--- config.mk ---
export PLATFORM = sky130hd
export DESIGN_NAME = prime_factor_count_max_flat
export DESIGN_NICKNAME = d
export VERILOG_FILES = /design/src/pfc_pkg.sv /design/src/pfc_in_if.sv /design/src/pfc_out_if.sv /design/src/pfc_div.sv /design/src/pfc_dp.sv /design/src/pfc_ctrl.sv /design/src/prime_factor_count_max.sv /design/src/flat_wrapper.sv
export SDC_FILE = /design/constraint.sdc
export NUM_CORES = 1
export LEC_CHECK = 0
export BUFFER_PORTS_ARGS = -buffer_cell sky130_fd_sc_hd__clkbuf_2
export CORE_ASPECT_RATIO = 0.5
export CORE_UTILIZATION = 35
export CTS_CLUSTER_DIAMETER = 60
export DETAILED_ROUTE_END_ITERATION = 8
export GPL_TIMING_DRIVEN = 1
export PLACE_DENSITY = 0.6
export SETUP_SLACK_MARGIN = 0.02
export SYNTH_ARGS = -nofsm -noshare
export SYNTH_HDL_FRONTEND = slang
export SYNTH_HIERARCHICAL = 1
export SYNTH_SLANG_ARGS = --single-unit
--- constraint.sdc ---
create_clock -name clk -period 9.6 [get_ports clk]
set_input_delay 0.48 -clock clk [delete_from_list [all_inputs] [get_ports clk]]
set_output_delay 0.48 -clock clk [all_outputs]
set_load 0.01 [all_outputs]
--- src/pfc_pkg.sv ---
// package for the prime factor counter: widths, limits, helpers and the
// command/status types between controller and datapath
// no dependencies
`default_nettype none

package pfc_pkg;

  localparam int VALUE_BITS_DEF = 31;
  localparam int TOTAL_W        = 5;
  localparam int DIST_W         = 4;
  localparam int FIRST_DIVISOR  = 2;

  localparam logic [TOTAL_W-1:0] TOTAL_MAX = '1;
  localparam logic [DIST_W-1:0]  DIST_MAX  = '1;

  typedef struct packed {
    logic load;
    logic div_start;
    logic hit_first;
    logic hit_again;
    logic step_div;
    logic finish;
  } pfc_cmd_t;

  typedef struct packed {
    logic div_done;
    logic div_gt_q;
    logic rem_zero;
    logic n_small;
    logic out_busy;
  } pfc_sts_t;

  function automatic logic [TOTAL_W-1:0] sat_inc_total(input logic [TOTAL_W-1:0] x);
    return (x == TOTAL_MAX) ? x : x + TOTAL_W'(1);
  endfunction

  function automatic logic [DIST_W-1:0] sat_inc_dist(input logic [DIST_W-1:0] x);
    return (x == DIST_MAX) ? x : x + DIST_W'(1);
  endfunction

endpackage

`default_nettype wire

--- src/pfc_in_if.sv ---
// input channel: valid/ready handshake carrying the value to factor
// depends on nothing
`default_nettype none

interface pfc_in_if #(
  parameter int VALUE_BITS = 31
);
  logic                  valid;
  logic                  ready;
  logic [VALUE_BITS-1:0] value;

  modport source (output valid, output value, input ready);
  modport sink   (input valid, input value, output ready);
endinterface

`default_nettype wire

--- src/pfc_out_if.sv ---
// result channel: valid/ready handshake carrying counts and running records
// uses pfc_pkg for the count widths
`default_nettype none

interface pfc_out_if
  import pfc_pkg::*;
#(
  parameter int VALUE_BITS = 31
);
  logic                  valid;
  logic                  ready;
  logic [TOTAL_W-1:0]    total_factors;
  logic [DIST_W-1:0]     distinct_factors;
  logic [TOTAL_W-1:0]    best_total_count;
  logic [VALUE_BITS-1:0] best_total_value;
  logic [DIST_W-1:0]     best_distinct_count;
  logic [VALUE_BITS-1:0] best_distinct_value;

  modport source (output valid, output total_factors, output distinct_factors,
                  output best_total_count, output best_total_value,
                  output best_distinct_count, output best_distinct_value,
                  input ready);
  modport sink   (input valid, input total_factors, input distinct_factors,
                  input best_total_count, input best_total_value,
                  input best_distinct_count, input best_distinct_value,
                  output ready);
endinterface

`default_nettype wire

--- src/pfc_div.sv ---
// restoring divider, one quotient bit per cycle, gives quotient and remainder
// standalone, no package needed
`default_nettype none

module pfc_div #(
  parameter int VALUE_BITS = 31
) (
  input  wire logic                  clk,
  input  wire logic                  rst_n,
  input  wire logic                  start,
  input  wire logic [VALUE_BITS-1:0] dividend,
  input  wire logic [VALUE_BITS-1:0] divisor,
  output logic                       done,
  output logic [VALUE_BITS-1:0]      quo,
  output logic [VALUE_BITS-1:0]      rem
);

  localparam int CW = $clog2(VALUE_BITS + 1);

  logic [VALUE_BITS-1:0] quo_r, quo_nxt;
  logic [VALUE_BITS-1:0] rem_r, rem_nxt;
  logic [CW-1:0]         cnt_r, cnt_nxt;
  logic                  busy_r, busy_nxt;
  logic                  done_r, done_nxt;
  logic [VALUE_BITS:0]   trial;
  logic [VALUE_BITS:0]   diff;

  assign trial = {rem_r, quo_r[VALUE_BITS-1]};
  assign diff  = trial - {1'b0, divisor};

  always_comb begin
    quo_nxt  = quo_r;
    rem_nxt  = rem_r;
    cnt_nxt  = cnt_r;
    busy_nxt = busy_r;
    done_nxt = 1'b0;
    if (start) begin
      quo_nxt  = dividend;
      rem_nxt  = '0;
      cnt_nxt  = CW'(VALUE_BITS);
      busy_nxt = 1'b1;
    end else if (busy_r) begin
      if (!diff[VALUE_BITS]) begin
        rem_nxt = diff[VALUE_BITS-1:0];
        quo_nxt = {quo_r[VALUE_BITS-2:0], 1'b1};
      end else begin
        rem_nxt = trial[VALUE_BITS-1:0];
        quo_nxt = {quo_r[VALUE_BITS-2:0], 1'b0};
      end
      cnt_nxt = cnt_r - CW'(1);
      if (cnt_r == CW'(1)) begin
        busy_nxt = 1'b0;
        done_nxt = 1'b1;
      end
    end
  end

  always_ff @(posedge clk) begin
    if (!rst_n) begin
      busy_r <= 1'b0;
      done_r <= 1'b0;
      cnt_r  <= '0;
    end else begin
      busy_r <= busy_nxt;
      done_r <= done_nxt;
      cnt_r  <= cnt_nxt;
    end
    quo_r <= quo_nxt;
    rem_r <= rem_nxt;
  end

  assign done = done_r;
  assign quo  = quo_r;
  assign rem  = rem_r;

endmodule

`default_nettype wire

--- src/pfc_dp.sv ---
// datapath: remaining value, trial divisor, counters, records and result register
// uses pfc_pkg and the divider pfc_div
`default_nettype none

module pfc_dp
  import pfc_pkg::*;
#(
  parameter int VALUE_BITS = VALUE_BITS_DEF
) (
  input  wire logic                  clk,
  input  wire logic                  rst_n,
  input  wire pfc_cmd_t              cmd,
  output pfc_sts_t                   sts,
  input  wire logic [VALUE_BITS-1:0] in_value,
  input  wire logic                  out_ready,
  output logic                       out_valid,
  output logic [TOTAL_W-1:0]         out_total,
  output logic [DIST_W-1:0]          out_dist,
  output logic [TOTAL_W-1:0]         out_best_total,
  output logic [VALUE_BITS-1:0]      out_best_total_value,
  output logic [DIST_W-1:0]          out_best_dist,
  output logic [VALUE_BITS-1:0]      out_best_dist_value
);

  logic [VALUE_BITS-1:0] value_r, n_r, div_r;
  logic [TOTAL_W-1:0]    t_r;
  logic [DIST_W-1:0]     d_r;
  logic [TOTAL_W-1:0]    best_t_r;
  logic [VALUE_BITS-1:0] best_t_val_r;
  logic [DIST_W-1:0]     best_d_r;
  logic [VALUE_BITS-1:0] best_d_val_r;
  logic                  out_valid_r;
  logic [TOTAL_W-1:0]    o_t_r, o_bt_r;
  logic [DIST_W-1:0]     o_d_r, o_bd_r;
  logic [VALUE_BITS-1:0] o_btv_r, o_bdv_r;

  logic                  div_done;
  logic [VALUE_BITS-1:0] quo, rem;
  logic                  n_gt_one;
  logic [TOTAL_W-1:0]    fin_t;
  logic [DIST_W-1:0]     fin_d;
  logic                  new_t, new_d;

  pfc_div #(.VALUE_BITS(VALUE_BITS)) u_div (
    .clk      (clk),
    .rst_n    (rst_n),
    .start    (cmd.div_start),
    .dividend (n_r),
    .divisor  (div_r),
    .done     (div_done),
    .quo      (quo),
    .rem      (rem)
  );

  assign n_gt_one = (n_r > VALUE_BITS'(1));
  assign fin_t    = n_gt_one ? sat_inc_total(t_r) : t_r;
  assign fin_d    = n_gt_one ? sat_inc_dist(d_r) : d_r;
  assign new_t    = (fin_t > best_t_r);
  assign new_d    = (fin_d > best_d_r);

  always_comb begin
    sts.div_done = div_done;
    sts.div_gt_q = (div_r > quo);
    sts.rem_zero = (rem == '0);
    sts.n_small  = (n_r < VALUE_BITS'(FIRST_DIVISOR));
    sts.out_busy = out_valid_r && !out_ready;
  end

  always_ff @(posedge clk) begin
    if (!rst_n) begin
      best_t_r     <= '0;
      best_t_val_r <= '0;
      best_d_r     <= '0;
      best_d_val_r <= '0;
      out_valid_r  <= 1'b0;
    end else begin
      if (cmd.finish) begin
        out_valid_r <= 1'b1;
        if (new_t) begin
          best_t_r     <= fin_t;
          best_t_val_r <= value_r;
        end
        if (new_d) begin
          best_d_r     <= fin_d;
          best_d_val_r <= value_r;
        end
      end else if (out_ready) begin
        out_valid_r <= 1'b0;
      end
    end

    if (cmd.load) begin
      value_r <= in_value;
      n_r     <= in_value;
      div_r   <= VALUE_BITS'(FIRST_DIVISOR);
      t_r     <= '0;
      d_r     <= '0;
    end else begin
      if (cmd.hit_first || cmd.hit_again) begin
        n_r <= quo;
        t_r <= sat_inc_total(t_r);
      end
      if (cmd.hit_first) begin
        d_r <= sat_inc_dist(d_r);
      end
      if (cmd.step_div) begin
        div_r <= div_r + VALUE_BITS'(1);
      end
    end

    if (cmd.finish) begin
      o_t_r   <= fin_t;
      o_d_r   <= fin_d;
      o_bt_r  <= new_t ? fin_t : best_t_r;
      o_btv_r <= new_t ? value_r : best_t_val_r;
      o_bd_r  <= new_d ? fin_d : best_d_r;
      o_bdv_r <= new_d ? value_r : best_d_val_r;
    end
  end

  assign out_valid            = out_valid_r;
  assign out_total            = o_t_r;
  assign out_dist             = o_d_r;
  assign out_best_total       = o_bt_r;
  assign out_best_total_value = o_btv_r;
  assign out_best_dist        = o_bd_r;
  assign out_best_dist_value  = o_bdv_r;

endmodule

`default_nettype wire

--- src/pfc_ctrl.sv ---
// controller: sequences load, trial divisions, divisor steps and result hand-off
// uses pfc_pkg for command and status types
`default_nettype none

module pfc_ctrl
  import pfc_pkg::*;
(
  input  wire logic     clk,
  input  wire logic     rst_n,
  input  wire logic     in_valid,
  output logic          in_ready,
  input  wire pfc_sts_t sts,
  output pfc_cmd_t      cmd
);

  localparam logic [1:0] ST_IDLE   = 2'd0;
  localparam logic [1:0] ST_START  = 2'd1;
  localparam logic [1:0] ST_WAIT   = 2'd2;
  localparam logic [1:0] ST_FINISH = 2'd3;

  logic [1:0] state_r, state_nxt;
  logic       inner_r, inner_nxt;

  always_comb begin
    state_nxt = state_r;
    inner_nxt = inner_r;
    cmd       = '0;
    in_ready  = 1'b0;
    case (state_r)
      ST_IDLE: begin
        in_ready = 1'b1;
        if (in_valid) begin
          cmd.load  = 1'b1;
          inner_nxt = 1'b0;
          state_nxt = ST_START;
        end
      end
      ST_START: begin
        if (sts.n_small) begin
          state_nxt = ST_FINISH;
        end else begin
          cmd.div_start = 1'b1;
          state_nxt     = ST_WAIT;
        end
      end
      ST_WAIT: begin
        if (sts.div_done) begin
          state_nxt = ST_START;
          if (inner_r) begin
            // keep dividing out the same prime
            if (sts.rem_zero) begin
              cmd.hit_again = 1'b1;
            end else begin
              cmd.step_div = 1'b1;
              inner_nxt    = 1'b0;
            end
          end else if (sts.div_gt_q) begin
            state_nxt = ST_FINISH;
          end else if (sts.rem_zero) begin
            cmd.hit_first = 1'b1;
            inner_nxt     = 1'b1;
          end else begin
            cmd.step_div = 1'b1;
          end
        end
      end
      ST_FINISH: begin
        if (!sts.out_busy) begin
          cmd.finish = 1'b1;
          state_nxt  = ST_IDLE;
        end
      end
      default: begin
        state_nxt = ST_IDLE;
      end
    endcase
  end

  always_ff @(posedge clk) begin
    if (!rst_n) begin
      state_r <= ST_IDLE;
      inner_r <= 1'b0;
    end else begin
      state_r <= state_nxt;
      inner_r <= inner_nxt;
    end
  end

endmodule

`default_nettype wire

--- src/prime_factor_count_max.sv ---
// top level: trial-division prime factor counter with running records
// uses pfc_pkg, pfc_in_if, pfc_out_if, pfc_ctrl, pfc_dp (and pfc_div below it)
//
//   channel | modport | payload
//   in_s    | sink    | value
//   out_m   | source  | total_factors, distinct_factors, best_total_count,
//           |         | best_total_value, best_distinct_count, best_distinct_value
//
// one item at a time; each trial, and each further division by a prime already
// found, is one pass of the bit-serial divider
// reset is synchronous, active low, and clears control state and the records
// a finished result waits in the output register; the next item is taken
// meanwhile and only its hand-off stalls until the output is free
`default_nettype none

module prime_factor_count_max
  import pfc_pkg::*;
#(
  parameter int VALUE_BITS = VALUE_BITS_DEF
) (
  input  wire logic     clk,
  input  wire logic     rst_n,
  pfc_in_if.sink        in_s,
  pfc_out_if.source     out_m
);

  pfc_cmd_t cmd;
  pfc_sts_t sts;
  logic     in_ready;

  pfc_ctrl u_ctrl (
    .clk      (clk),
    .rst_n    (rst_n),
    .in_valid (in_s.valid),
    .in_ready (in_ready),
    .sts      (sts),
    .cmd      (cmd)
  );

  pfc_dp #(.VALUE_BITS(VALUE_BITS)) u_dp (
    .clk                  (clk),
    .rst_n                (rst_n),
    .cmd                  (cmd),
    .sts                  (sts),
    .in_value             (in_s.value),
    .out_ready            (out_m.ready),
    .out_valid            (out_m.valid),
    .out_total            (out_m.total_factors),
    .out_dist             (out_m.distinct_factors),
    .out_best_total       (out_m.best_total_count),
    .out_best_total_value (out_m.best_total_value),
    .out_best_dist        (out_m.best_distinct_count),
    .out_best_dist_value  (out_m.best_distinct_value)
  );

  assign in_s.ready = in_ready;

endmodule

`default_nettype wire

--- src/flat_wrapper.sv ---
// flat-port wrapper written by rule: the top's interface ports become plain ports
module prime_factor_count_max_flat import pfc_pkg::*;
#(
  parameter int VALUE_BITS = VALUE_BITS_DEF
)
  (clk, rst_n, in_s_valid, in_s_value, in_s_ready, out_m_valid, out_m_total_factors, out_m_distinct_factors, out_m_best_total_count, out_m_best_total_value, out_m_best_distinct_count, out_m_best_distinct_value, out_m_ready);
  pfc_in_if #(.VALUE_BITS(VALUE_BITS)) in_s_i ();
  pfc_out_if #(.VALUE_BITS(VALUE_BITS)) out_m_i ();
  input  wire logic clk;
  input  wire logic rst_n;
  input wire logic [$bits(in_s_i.valid)-1:0] in_s_valid;
  input wire logic [$bits(in_s_i.value)-1:0] in_s_value;
  output wire logic [$bits(in_s_i.ready)-1:0] in_s_ready;
  output wire logic [$bits(out_m_i.valid)-1:0] out_m_valid;
  output wire logic [$bits(out_m_i.total_factors)-1:0] out_m_total_factors;
  output wire logic [$bits(out_m_i.distinct_factors)-1:0] out_m_distinct_factors;
  output wire logic [$bits(out_m_i.best_total_count)-1:0] out_m_best_total_count;
  output wire logic [$bits(out_m_i.best_total_value)-1:0] out_m_best_total_value;
  output wire logic [$bits(out_m_i.best_distinct_count)-1:0] out_m_best_distinct_count;
  output wire logic [$bits(out_m_i.best_distinct_value)-1:0] out_m_best_distinct_value;
  input wire logic [$bits(out_m_i.ready)-1:0] out_m_ready;
  assign in_s_i.valid = in_s_valid;
  assign in_s_i.value = in_s_value;
  assign in_s_ready = in_s_i.ready;
  assign out_m_valid = out_m_i.valid;
  assign out_m_total_factors = out_m_i.total_factors;
  assign out_m_distinct_factors = out_m_i.distinct_factors;
  assign out_m_best_total_count = out_m_i.best_total_count;
  assign out_m_best_total_value = out_m_i.best_total_value;
  assign out_m_best_distinct_count = out_m_i.best_distinct_count;
  assign out_m_best_distinct_value = out_m_i.best_distinct_value;
  assign out_m_i.ready = out_m_ready;
  prime_factor_count_max #(.VALUE_BITS(VALUE_BITS)) u_core (.clk(clk), .rst_n(rst_n), .in_s(in_s_i), .out_m(out_m_i));
endmodule
==> PnR_summary.wiki <==
{| class="wikitable"
! Metric !! Value
|-
| First-pass DRT Iterations || 5
|-
| Switching Fraction || 0.344
|-
| Number of distinct library cells after synthesis || about 80
|-
| Fmax achieved || roughly 230 MHz
|-
| Number of fill cells in the layout || about 4200
|-
| Critical path start-end classification || flop to flop
|-
| Sequential area share after synthesis || 0.517
|-
| Worst Setup Start Kind || flop
|-
| Layout cells sized above 1 || 0.227
|-
| Worst Path Required || around 10 ns
|-
| # setup viols final || 0
|-
| Area fraction in compound gates after synthesis || 0.168
|-
| Async set or reset register ratio after synthesis || 0
|-
| Ranking of synthesized cells by area || sky130_fd_sc_hd__edfxtp_1, sky130_fd_sc_hd__dfxtp_1, sky130_fd_sc_hd__ha_1
|-
| Final hold viol count || 0
|-
| Status || completed
|-
| Max-slew headroom at the worst pin || 0.355
|-
| Core region area || approximately 0.044 mm2
|-
| Maximum level of the CTS H-tree || 2
|-
| Antenna violations before repair || 0
|-
| Syn nets || 1587
|-
| Cell taking the most area after synthesis || sky130_fd_sc_hd__edfxtp_1
|-
| Post-cts repair resize count || 0
|-
| Worst Skew || roughly 0.016 ns
|-
| Starting utilization of the core area || 0.361
|-
| Post-CTS clock slew at the launch and capture registers of the worst setup and hold paths || ~0.06 ns
|-
| Reg2reg setup slack || 5.27 ns
|-
| Vias || around 11000
|-
| Mean number of vias per cell || slightly above 5
|-
| Clock root buffer master || sky130_fd_sc_hd__clkbuf_16
|-
| Final Non-Filler Cells || 2192
|-
| Area share of the largest cell type after synthesis || 0.325
|-
| CTS tree || built
|-
| Number of synthesized flops with an enable pin || between 150 and 200
|-
| Main combinational cell family by area after synthesis || compound AO/OA/AOI/OAI gates
|-
| Arrival @ worst endpoint || ~4.8 ns
|-
| Sequential cell area || around 0.0083 mm2
|-
| Cell area after synthesis || 0.0160 mm2
|-
| Clock buffer depth || 3
|-
| Static Leak || between 6 and 7 nW
|-
| Synthesis warning total || 6
|-
| Multiplexer share of the synthesized area || 0.0790
|-
| Total overflow reported by the global router || 0
|-
| Sw Pwr || 1.58 mW
|-
| Number of buffers added by the clock tree synthesis step || 35
|-
| Internal power || ~3.0 mW
|-
| Wire length of the first global-routing pass || a little over 60 mm
|-
| Routed wire per std cell || 17.4 um
|-
| Avg Cell Area, Syn || about 11 um2
|-
| Diodes inserted || 0
|-
| Power density of the placed cells || 251 mW/mm2
|-
| CP Capture Type || flop
|-
| Remaining antenna violation count || 0
|-
| Maximum ir drop on the vdd rail || between 0.2 and 0.25 mV
|-
| PortBufs || 116
|-
| Number of global-route vias before repair || ~11000
|-
| Critical path peak fanout || 8
|-
| Footprint of the multi-input gates || between 0.007 and 0.008 mm2
|-
| Seq pwr share || 0.376
|-
| Post-route fraction of the period consumed by the critical path || 0.451
|-
| Parity-gate share of the synthesized area counting xor and xnor cells || 0.0302
|-
| Number of design rule violations left after detail routing || 0
|-
| Most frequent cell after synthesis || sky130_fd_sc_hd__edfxtp_1
|-
| Number of buffers inserted by hold repair at cts || 0
|-
| Worst hold path type || input port to flop
|-
| Die ar. || between 0.04 and 0.05 mm2
|-
| Clock network fraction of total power || 0.290
|-
| Clock latency on the worst-skew pair || between 0.5 and 0.6 ns
|-
| Site row count || 54
|-
| Net count, final || roughly 1700
|-
| Most common flop cell mapped by yosys || sky130_fd_sc_hd__edfxtp_1
|-
| Flop and latch count out of synthesis || 326
|-
| Cells after Synth || between 1000 and 1500
|-
| Largest net degree at the start of global routing || between 100 and 150
|-
| Die X-Extent || approximately 300 um
|-
| Final wirelength || roughly 38 mm
|-
| Share of total power in combinational logic || 0.333
|-
| Worst-Margin Slew || around 0.96 ns
|-
| Final period demand of the worst path || 4.33 ns
|-
| RSZ-0062 raised after global routing || false
|-
| Number of I/O pins || between 100 and 150
|-
| Number of DRC violations after detailed-routing iteration 0 || slightly below 800
|-
| Simple-gate share of the synthesized area || 0.102
|-
| Maximum capacitance violations || 0
|-
| Count of buffers added by post-CTS timing repair for setup || 0
|-
| Synth Area in Adders || 0.0608
|-
| Final Total Pwr || around 4.6 mW
|-
| Layout overhead on the synthesized area || 14.5%
|-
| Number of placed cells counting well taps || around 2100
|-
| Post-detail-place hpwl || between 20 and 30 mm
|-
| Height of the die || between 150 and 200 um
|-
| Commonest cells post-synth || sky130_fd_sc_hd__edfxtp_1, sky130_fd_sc_hd__dfxtp_1, sky130_fd_sc_hd__o21ai_0
|-
| Final Slew Violations || 0
|-
| Total routing usage reported by global routing || 0.163
|-
| Routability congestion estimate from global placement || 0.827
|-
| Number of sinks handled by clock tree synthesis || 326
|-
| Post-Route Hold Slack || 0.133 ns
|-
| Post-Route Setup TNS || 0 ns
|}
-- sequential cells by signal, indices dropped and copies added (netlist names), 5 cells and up --
name                              cells
u_core/u_dp/n_r                      31
u_core/u_dp/best_t_r                  5
u_core/u_dp/out_best_total_value     31
u_core/u_dp/div_r                    31
u_core/u_dp/u_div/cnt_r               5
u_core/u_dp/value_r                  31
u_core/u_dp/out_best_total            5
u_core/u_dp/t_r                       5
u_core/u_dp/out_total                 5
u_core/u_dp/u_div/rem                31
u_core/u_dp/best_d_val_r             31
u_core/u_dp/best_t_val_r             31
u_core/u_dp/out_best_dist_value      31
u_core/u_dp/u_div/quo                31
-- worst max-delay path, stage by stage, from the launching register on --
cell and delay, ns:
sky130_fd_sc_hd__dfxtp_1 0.48, sky130_fd_sc_hd__ha_1 0.31, sky130_fd_sc_hd__a21oi_1 0.13, sky130_fd_sc_hd__o21a_1 0.13
sky130_fd_sc_hd__o21ai_0 0.08, sky130_fd_sc_hd__a2111oi_0 0.67, sky130_fd_sc_hd__a21oi_1 0.23, sky130_fd_sc_hd__nor2b_1 0.20
sky130_fd_sc_hd__nor3_1 0.67, sky130_fd_sc_hd__and4_4 0.40, sky130_fd_sc_hd__and3_1 0.25, sky130_fd_sc_hd__nand4_2 0.20
sky130_fd_sc_hd__or3_1 0.36, sky130_fd_sc_hd__a21oi_1 0.14
-- path summary, 6_finish.rpt --
kind | start | endpoint | depth (start not counted)
setup / recovery | u_core/u_dp/div_r[2] | u_core/u_dp/div_r[25] | 13
hold / removal | in_s_value[13] | u_core/u_dp/value_r[13] | 1
setup reg to reg | u_core/u_dp/div_r[2] | u_core/u_dp/div_r[25] | 13
hold reg to reg | u_core/u_dp/best_t_r[2] | u_core/u_dp/best_t_r[2] | 2
-- layer usage --
metal | vias up | share of wire | track usage
li1 | 5577 | - | -
met1 | 5382 | 0.50 | 0.235
met2 | 168 | 0.45 | 0.257
met3 | 41 | 0.036 | 0.0238
met4 | 0 | 0.015 | 0.0394
met5 | - | 0 | 0
-- per-stage QoR --
step | area (um2) | util | setup slack [ns]
3_3_place_gp | 17100 | 0.387 | 5.20
2_1_floorplan | 16000 | - | 1.89
3_5_place_dp | 17100 | 0.387 | 5.21
5_1_grt | 18300 | 0.413 | 4.83
6_report | 18300 | 0.413 | 5.27
4_1_cts | 18300 | 0.413 | 5.16
-- power groups by stage --
stage / Clock [mW] / Combinational, mW / Sequential, mW
2_1_floorplan: 0 / 1.29 / 1.71
5_1_grt: 1.42 / 1.73 / 1.74
3_3_place_gp: 0 / 1.51 / 1.75
4_1_cts: 1.36 / 1.53 / 1.72
6_report: 1.33 / 1.53 / 1.72
3_5_place_dp: 0 / 1.52 / 1.75
-- area by class of cell --
cell class / count / area share
Clock buffer: 49 / 0.0558
Clock inverter: 15 / 0.00623
Inverter: 102 / 0.0209
Multi-Input combinational cell: 982 / 0.387
Sequential cell: 326 / 0.452
Tap cell: 588 / 0.0402
Timing Repair Buffer: 130 / 0.0382
-- logic make-up after synthesis --
group	Yosys count
adders and majority gates	77
and+or+nand+nor	334
AOI/OAI and AO/OA	403
xor gates and xnor gates	55
DFF	326
buffers and inverters	167
muxes	113
-- layout by cell type (no fill, tap or decap), types with 21 or more instances in the layout --
cell / instances
sky130_fd_sc_hd__nand4_1: 23
sky130_fd_sc_hd__edfxtp_1: 173
sky130_fd_sc_hd__o21ai_0: 132
sky130_fd_sc_hd__nor2_1: 109
sky130_fd_sc_hd__a21oi_1: 89
sky130_fd_sc_hd__xnor2_1: 28
sky130_fd_sc_hd__a211oi_1: 27
sky130_fd_sc_hd__clkbuf_16: 36
sky130_fd_sc_hd__clkbuf_2: 117
sky130_fd_sc_hd__nand3_1: 21
sky130_fd_sc_hd__o21ba_2: 62
sky130_fd_sc_hd__nand2_1: 85
sky130_fd_sc_hd__dfxtp_1: 153
sky130_fd_sc_hd__inv_1: 101
sky130_fd_sc_hd__ha_1: 76
sky130_fd_sc_hd__mux2_2: 83
sky130_fd_sc_hd__xor2_1: 27
No activity file was read; power rests on OpenSTA's default activity.
